## src/sv/qau_pkg.sv

```systemverilog
`timescale 1ns / 1ps
// ----------------------------------------------------------------------------
// qau_pkg: shared types and constants for the quaternion attitude unit
// Fixed-point formats, opcodes and the input/result word structs.
// ----------------------------------------------------------------------------
package qau_pkg;

  localparam int QUAT_FRAC_BITS = 30;
  localparam int VEC_FRAC_BITS  = 16;

  localparam logic [2:0] OP_INTEG = 3'd0;
  localparam logic [2:0] OP_MUL   = 3'd1;
  localparam logic [2:0] OP_ROT   = 3'd2;
  localparam logic [2:0] OP_CONJ  = 3'd3;
  localparam logic [2:0] OP_NORM  = 3'd4;
  localparam logic [2:0] OP_LOAD  = 3'd5;

  localparam logic signed [31:0] QONE = 32'sd1 <<< QUAT_FRAC_BITS;
  localparam logic signed [31:0] DONE = 32'sd1 <<< (VEC_FRAC_BITS + 1);

  typedef struct packed {
    logic [2:0]         op;
    logic signed [31:0] opd_w;
    logic signed [31:0] opd_x;
    logic signed [31:0] opd_y;
    logic signed [31:0] opd_z;
  } qau_in_t;

  typedef struct packed {
    logic signed [31:0] quat_w;
    logic signed [31:0] quat_x;
    logic signed [31:0] quat_y;
    logic signed [31:0] quat_z;
    logic signed [31:0] rot_x;
    logic signed [31:0] rot_y;
    logic signed [31:0] rot_z;
    logic               flag;
  } qau_out_t;

  // saturate a wide signed value to 32 bits
  function automatic logic signed [31:0] sat32(input logic signed [71:0] v);
    logic signed [31:0] r;
    if (v > 72'sd2147483647) r = 32'sh7fffffff;
    else if (v < -72'sd2147483648) r = 32'sh80000000;
    else r = v[31:0];
    return r;
  endfunction

  function automatic logic ovf32(input logic signed [71:0] v);
    return (v > 72'sd2147483647) || (v < -72'sd2147483648);
  endfunction

endpackage

```

## src/sv/qau_div.sv

```systemverilog
`timescale 1ns / 1ps
// ----------------------------------------------------------------------------
// qau_div: restoring divider / square root unit
// Bit-serial unsigned divide (64 / 32) or integer square root, one bit a cycle.
// ----------------------------------------------------------------------------
module qau_div
  import qau_pkg::*;
(
  input  logic        clk,
  input  logic        rst_n,
  input  logic        start,
  input  logic        sqrt_mode,
  input  logic [63:0] num,
  input  logic [31:0] den,
  output logic        busy,
  output logic [63:0] quo
);

  logic [6:0]  cnt_r, cnt_nxt;
  logic [63:0] n_r, n_nxt;
  logic [65:0] rem_r, rem_nxt;
  logic [63:0] q_r, q_nxt;
  logic        sq_r, sq_nxt;
  logic [31:0] d_r, d_nxt;
  logic [65:0] trial;
  logic [65:0] sh;

  assign busy = (cnt_r != 7'd0);
  assign quo  = q_r;

  // one quotient or root bit per cycle
  always_comb begin
    cnt_nxt = cnt_r; n_nxt = n_r; rem_nxt = rem_r; q_nxt = q_r;
    sq_nxt = sq_r; d_nxt = d_r;
    sh = '0; trial = '0;
    if (start) begin
      cnt_nxt = sqrt_mode ? 7'd32 : 7'd64;
      n_nxt = num; rem_nxt = '0; q_nxt = '0; sq_nxt = sqrt_mode; d_nxt = den;
    end else if (busy) begin
      cnt_nxt = cnt_r - 7'd1;
      if (sq_r) begin
        sh = {rem_r[63:0], n_r[63:62]};
        trial = {q_r[63:0], 2'b01};
        n_nxt = {n_r[61:0], 2'b00};
      end else begin
        sh = {rem_r[64:0], n_r[63]};
        trial = {34'd0, d_r};
        n_nxt = {n_r[62:0], 1'b0};
      end
      if (sh >= trial) begin
        rem_nxt = sh - trial; q_nxt = {q_r[62:0], 1'b1};
      end else begin
        rem_nxt = sh; q_nxt = {q_r[62:0], 1'b0};
      end
    end
  end

  always_ff @(posedge clk) begin
    if (!rst_n) cnt_r <= '0;
    else cnt_r <= cnt_nxt;
    n_r <= n_nxt; rem_r <= rem_nxt; q_r <= q_nxt; sq_r <= sq_nxt; d_r <= d_nxt;
  end

endmodule

```

## config.mk

```make
export PLATFORM = sky130hd
export DESIGN_NAME = qau_div
export DESIGN_NICKNAME = d
export VERILOG_FILES = /design/src/sv/qau_pkg.sv /design/src/sv/qau_div.sv
export SDC_FILE = /design/constraint.sdc
export NUM_CORES = 1
export LEC_CHECK = 0
export BUFFER_PORTS_ARGS = -buffer_cell sky130_fd_sc_hd__buf_2
export CAP_MARGIN = 25
export CORE_MARGIN = 2
export CORE_UTILIZATION = 52
export CTS_BUF_LIST = sky130_fd_sc_hd__clkbuf_8 sky130_fd_sc_hd__clkbuf_16
export DETAILED_ROUTE_END_ITERATION = 6
export PLACE_DENSITY = 0.72
export SYNTH_ARGS = -nofsm -noshare
export SYNTH_HDL_FRONTEND = slang
export SYNTH_SLANG_ARGS = --single-unit
```

## constraint.sdc

```tcl
create_clock -name clk -period 11.61 [get_ports clk]
set_input_delay 1.7415 -clock clk [delete_from_list [all_inputs] [get_ports clk]]
set_output_delay 1.7415 -clock clk [all_outputs]
set_load 0.05 [all_outputs]
```

After elaboration in Yosys (flattened, before gate mapping). Index checks and enable logic that the tools add are counted.

Bits of input ports: 100. Output and inout port bits: 65. Bits in latches: 0. Bits in writable memories: 0. Bits in read-only memories: 0. Register bits after elaboration: 233. Word-level logic and storage cells: 25. Memories: 0.

Reduce and logical (&&, ||, !) cells: 2. Add/subtract/negate cells: 2. Eq/ne operators: 0. Bitwise gates (word level): 0. $lt $le $gt $ge: 1. Shift-type cells: 0. Multipliers: 0. Mux-type cells: 14. Div/mod/pow operators: 0.

Operators by type and width (count): 66-bit 2-to-1 mux (6); 64-bit 2-to-1 mux (3); 66-bit >= comparator (1); 65-bit 2-to-1 mux (1); 65-bit subtractor (1); 7-bit 2-to-1 mux (3); 7-bit nonzero test (1); 7-bit by 1-bit subtractor with 7-bit output, second input constant (1); 2-bit nonzero test (1); 1-bit 2-to-1 mux (1).

Longest topological paths before layout.
Word-level depth: 5. Depth in mapped cells: 22. Gate-level depth less buffers: 14.

Worst setup path before layout. No wires, ideal clock.

Kind: reg2reg. Start: register sq_r. End: register rem_r[50]. Cell stages (with the launch flop): 21. Arrival: 4.697 ns. Data required time: 11.478 ns. Setup slack: 6.781 ns. Buffers on the path: 8. Library setup time: 0.132 ns. Period minus slack after synthesis: 4.829 ns. Cells stage by stage: edfxtp_1 > clkbuf_1 > clkbuf_1 > buf_1 > clkbuf_1 > buf_1 > clkbuf_1 > nand2_1 > ha_1 > buf_2 > a21oi_2 > o21ai_1 > a21o_1 > o21bai_1 > a21o_1 > a221o_1 > a41oi_2 > buf_6 > mux2_2 > o22ai_1 > nor3_1.

Cells in the longest elaborated chain, start to end: 5. Elaborated cells on any way between the ends: 9. Classes of those cells: 1 x add/sub; 1 x order compare; 7 x mux.

Ends and longest elaborated chain: start: declaration (RTL line qau_div.sv:23) `logic sq_r, sq_nxt;`; start signal: assignment (RTL line qau_div.sv:61) `n_r <= n_nxt; rem_r <= rem_nxt; q_r <= q_nxt; sq_r <= sq_nxt; d_r <= d_nxt;`; 66-bit 2-to-1 mux (RTL line qau_div.sv:41) `if (sq_r) begin`; 66-bit 2-to-1 mux (RTL line qau_div.sv:39) `end else if (busy) begin`; 66-bit 2-to-1 mux (RTL line qau_div.sv:36) `if (start) begin`; 65-bit subtractor / 66-bit >= comparator (equally long branches) (RTL line qau_div.sv:51, qau_div.sv:50); 65-bit 2-to-1 mux * (RTL line qau_div.sv:50) `if (sh >= trial) begin`; end signal: assignment (RTL line qau_div.sv:61); end: declaration (RTL line qau_div.sv:21) `logic [65:0] rem_r, rem_nxt;`.

Mark *: on every way between the ends. The rest lies on a longest branch, timed or not. The select of a mux whose other input is x is not followed. A chain may end at the register's enable or synchronous reset.

Final worst setup path.
Start: register sq_r. End: register rem_r[5].

Same word-level chain as after synthesis.

==> metrics.txt <==
status=complete, no violations; critical path launch point type=flop; highest achievable clock rate=179 MHz; length of the first detailed-routing pass in iterations=5; M2 GR Usage=37.5%; Nets=2011; final setup skew=0.0128 ns; Post-Syn Nets=1935; largest voltage drop on the vdd net=0.167 mV; DRC marker count from the first detailed-route iteration=906; largest net degree at the start of global routing=102; Setup crit end kind=flop; sequential cell area fraction in the yosys report=37.5%; Worst EP arrival=5.96 ns; Area growth syn-to-layout=12.4%; drt total wl=37.2 mm; GR met3 Demand/Resource=3.15%; core box area=28500 µm²; clock sink count=233; post-DR vias/cell=5.79; unrepaired setup endpoints after global routing=no; met1 usage in global routing=34.3%; fin crit share=48.0%; WL/cell=16.5 µm; quantity of I/O buffers inserted on ports=164; synthesized netlist cell count=1767; die boundary height=174 µm; leakage=0.00713 µW; via count of the first global-routing pass=12100; commonest cells after routing, fill and taps aside=nand2_1, a21oi_1, buf_2, dfxtp_1, nor2_1; post-route DRC violation count=0; wire length of the first global-routing pass=60.7 mm; source-to-sink clock delay at the later pin of the worst-skew pair=0.54 ns; final cell utilization of the core=59.2%; critical path peak fanout=85; antenna-violating nets left=0; number of synthesized flops with an enable pin=97; max-slew headroom at the worst pin=31.1%; via count=13000; antenna diode count=0; Post-CTS Setup Repair Bufs=0; average size of a mapped cell=8.50 µm²; setup total negative slack=0 ns; Starting Density=52.6%; count of different cell masters after synthesis=66; layout cell share with drive strength beyond 1=16.7%; row cnt=62; power density cells=297 nW/µm²; die width=174 µm; number of violations of the max-capacitance limit=0; final setup violation count=0; asr flop ratio synth=0%; number of synthesized register bits=233; grt total ovfl=0; CTS tree=yes; yosys synthesis warning count=0; root cell of the clock tree=clkbuf_16; half-perimeter wire length of the detailed placement result=25.9 mm; GP Congestion=1.00; Top FF cell, synth=dfxtp_1; Reg2Reg Depth=15; number of antenna violations at the first check in global routing=0; buffer levels on the longest clock path=3; clock transition at the registers of the reported paths=0.06 ns; Final Slew Violations=0; Hold Vio Cnt, Final=0; required time at the worst-slack endpoint=11.99 ns; clock period minus final worst setup slack=5.57 ns; gr usage total=23.6%; Worst-Margin Slew=1.03 ns; leading cell type in the layout, fill and taps excluded=nand2_1; IO Count=165; most heavily used metal layer in global routing=met2; clock buffers created by TritonCTS=27; number of fill cells=2561; cell count of the worst hold path=2; number of gates resized after CTS=0; die area=30300 µm²; maximum level of the CTS H-tree=1; synthesized area=15000 µm²; kind of critical path=reg -> reg; worst hold-check path type=reg -> reg; quantity of hold-fixing buffers added after cts=0
-- metrics by stage --
| stage | hold WS (ns) | worst slack (ns) | total power [µW] | area, µm² | cells |
|---|---|---|---|---|---|
| 2_1_floorplan | 0.439 | 6.78 | 3480 | 15000 | 1767 |
| 3_3_place_gp | 0.454 | 6.31 | 3980 | 15900 | 2198 |
| 5_1_grt | 0.491 | 5.72 | 5410 | 16900 | 2247 |
| 3_5_place_dp | 0.466 | 6.10 | 4020 | 15900 | 2198 |
| 4_1_cts | 0.474 | 6.08 | 5020 | 16900 | 2247 |
| 6_report | 0.475 | 6.04 | 5020 | 16900 | 2247 |
-- synthesized netlist by cell type (all sizes together) (14+ instances only) --
master	number	area, µm²
mux2	67	754
a211oi	50	380
inv	30	113
o211ai	14	105
nor3	45	225
mux2i	113	1130
xnor2	34	298
a21oi	185	948
nor2	134	503
nand4	38	238
o21ai	125	629
dfxtp	136	2720
clkbuf	91	342
edfxtp	97	2910
ha	67	838
nand2	308	1160
o21bai	18	135
buf	38	236
xor2	25	219
a21o	31	233
-- cell families (layout without fill, tap and decap cells) --
family / Yosys count / in the layout / synth area share [%]
AOI/OAI and AO/OA: 478 / 478 / 19.3
adders and majority gates: 68 / 68 / 5.71
muxes: 180 / 180 / 12.5
xor gates and xnor gates: 59 / 59 / 3.44
buffers and inverters: 160 / 256 / 4.62
DFF: 233 / 233 / 37.5
and+or+nand+nor: 589 / 589 / 16.9
-- final timing paths --
| path | start | end | slack, ns |
|---|---|---|---|
| worst min register to register | rem_r[15]$_SDFFE_PP0P_ | rem_r[15]$_SDFFE_PP0P_ | 0.47 |
| worst max register to register | sq_r$_DFFE_PP_ | rem_r[5]$_SDFFE_PP0P_ | 6.04 |
| worst max-delay path | sq_r$_DFFE_PP_ | rem_r[5]$_SDFFE_PP0P_ | 6.04 |
| worst min-delay path | rem_r[15]$_SDFFE_PP0P_ | rem_r[15]$_SDFFE_PP0P_ | 0.47 |
-- registers in the layout, summed over array words and instances (netlist names) --
signal  count
rem_r      65
n_r        64
quo        64
d_r        32
cnt_r       7
sq_r        1
-- metal layers --
layer / vias up / part of all wire, %
met5: - / 0
met1: 6115 / 48
met2: 375 / 44
met4: 0 / 1.7
met3: 50 / 5.7
li1: 6478 / -
-- final cells by class --
type | count | area, µm² | share of cell area (%)
Tap cell | 384 | 480 | 2.84
Inverter | 31 | 119 | 0.703
Clock buffer | 29 | 703 | 4.16
Multi-Input combinational cell | 1374 | 8720 | 51.6
Timing Repair Buffer | 176 | 920 | 5.44
Sequential cell | 233 | 5640 | 33.3
Clock inverter | 20 | 323 | 1.91
-- worst max-delay path: stages (launching register included) --
cell and delay, ns:
edfxtp_1 0.35, buf_4 0.58, buf_4 0.87, mux2_2 0.44, ha_1 0.41, a21o_1 0.22, a21o_1 0.18, a21oi_2 0.23
o21ai_1 0.14, a21o_1 0.18, a221o_1 0.35, a41oi_4 0.19, buf_4 0.61, nor2_1 0.13, a211oi_1 0.28, nor3_1 0.07
-- power breakdown --
group,internal (µW),total [µW],switching [µW],leakage [µW]
clock network,617,971,354,0.000485
registers,1080,1190,115,0.00211
logic,1100,2860,1760,0.00453
No activity file was read; power rests on OpenSTA's default activity.
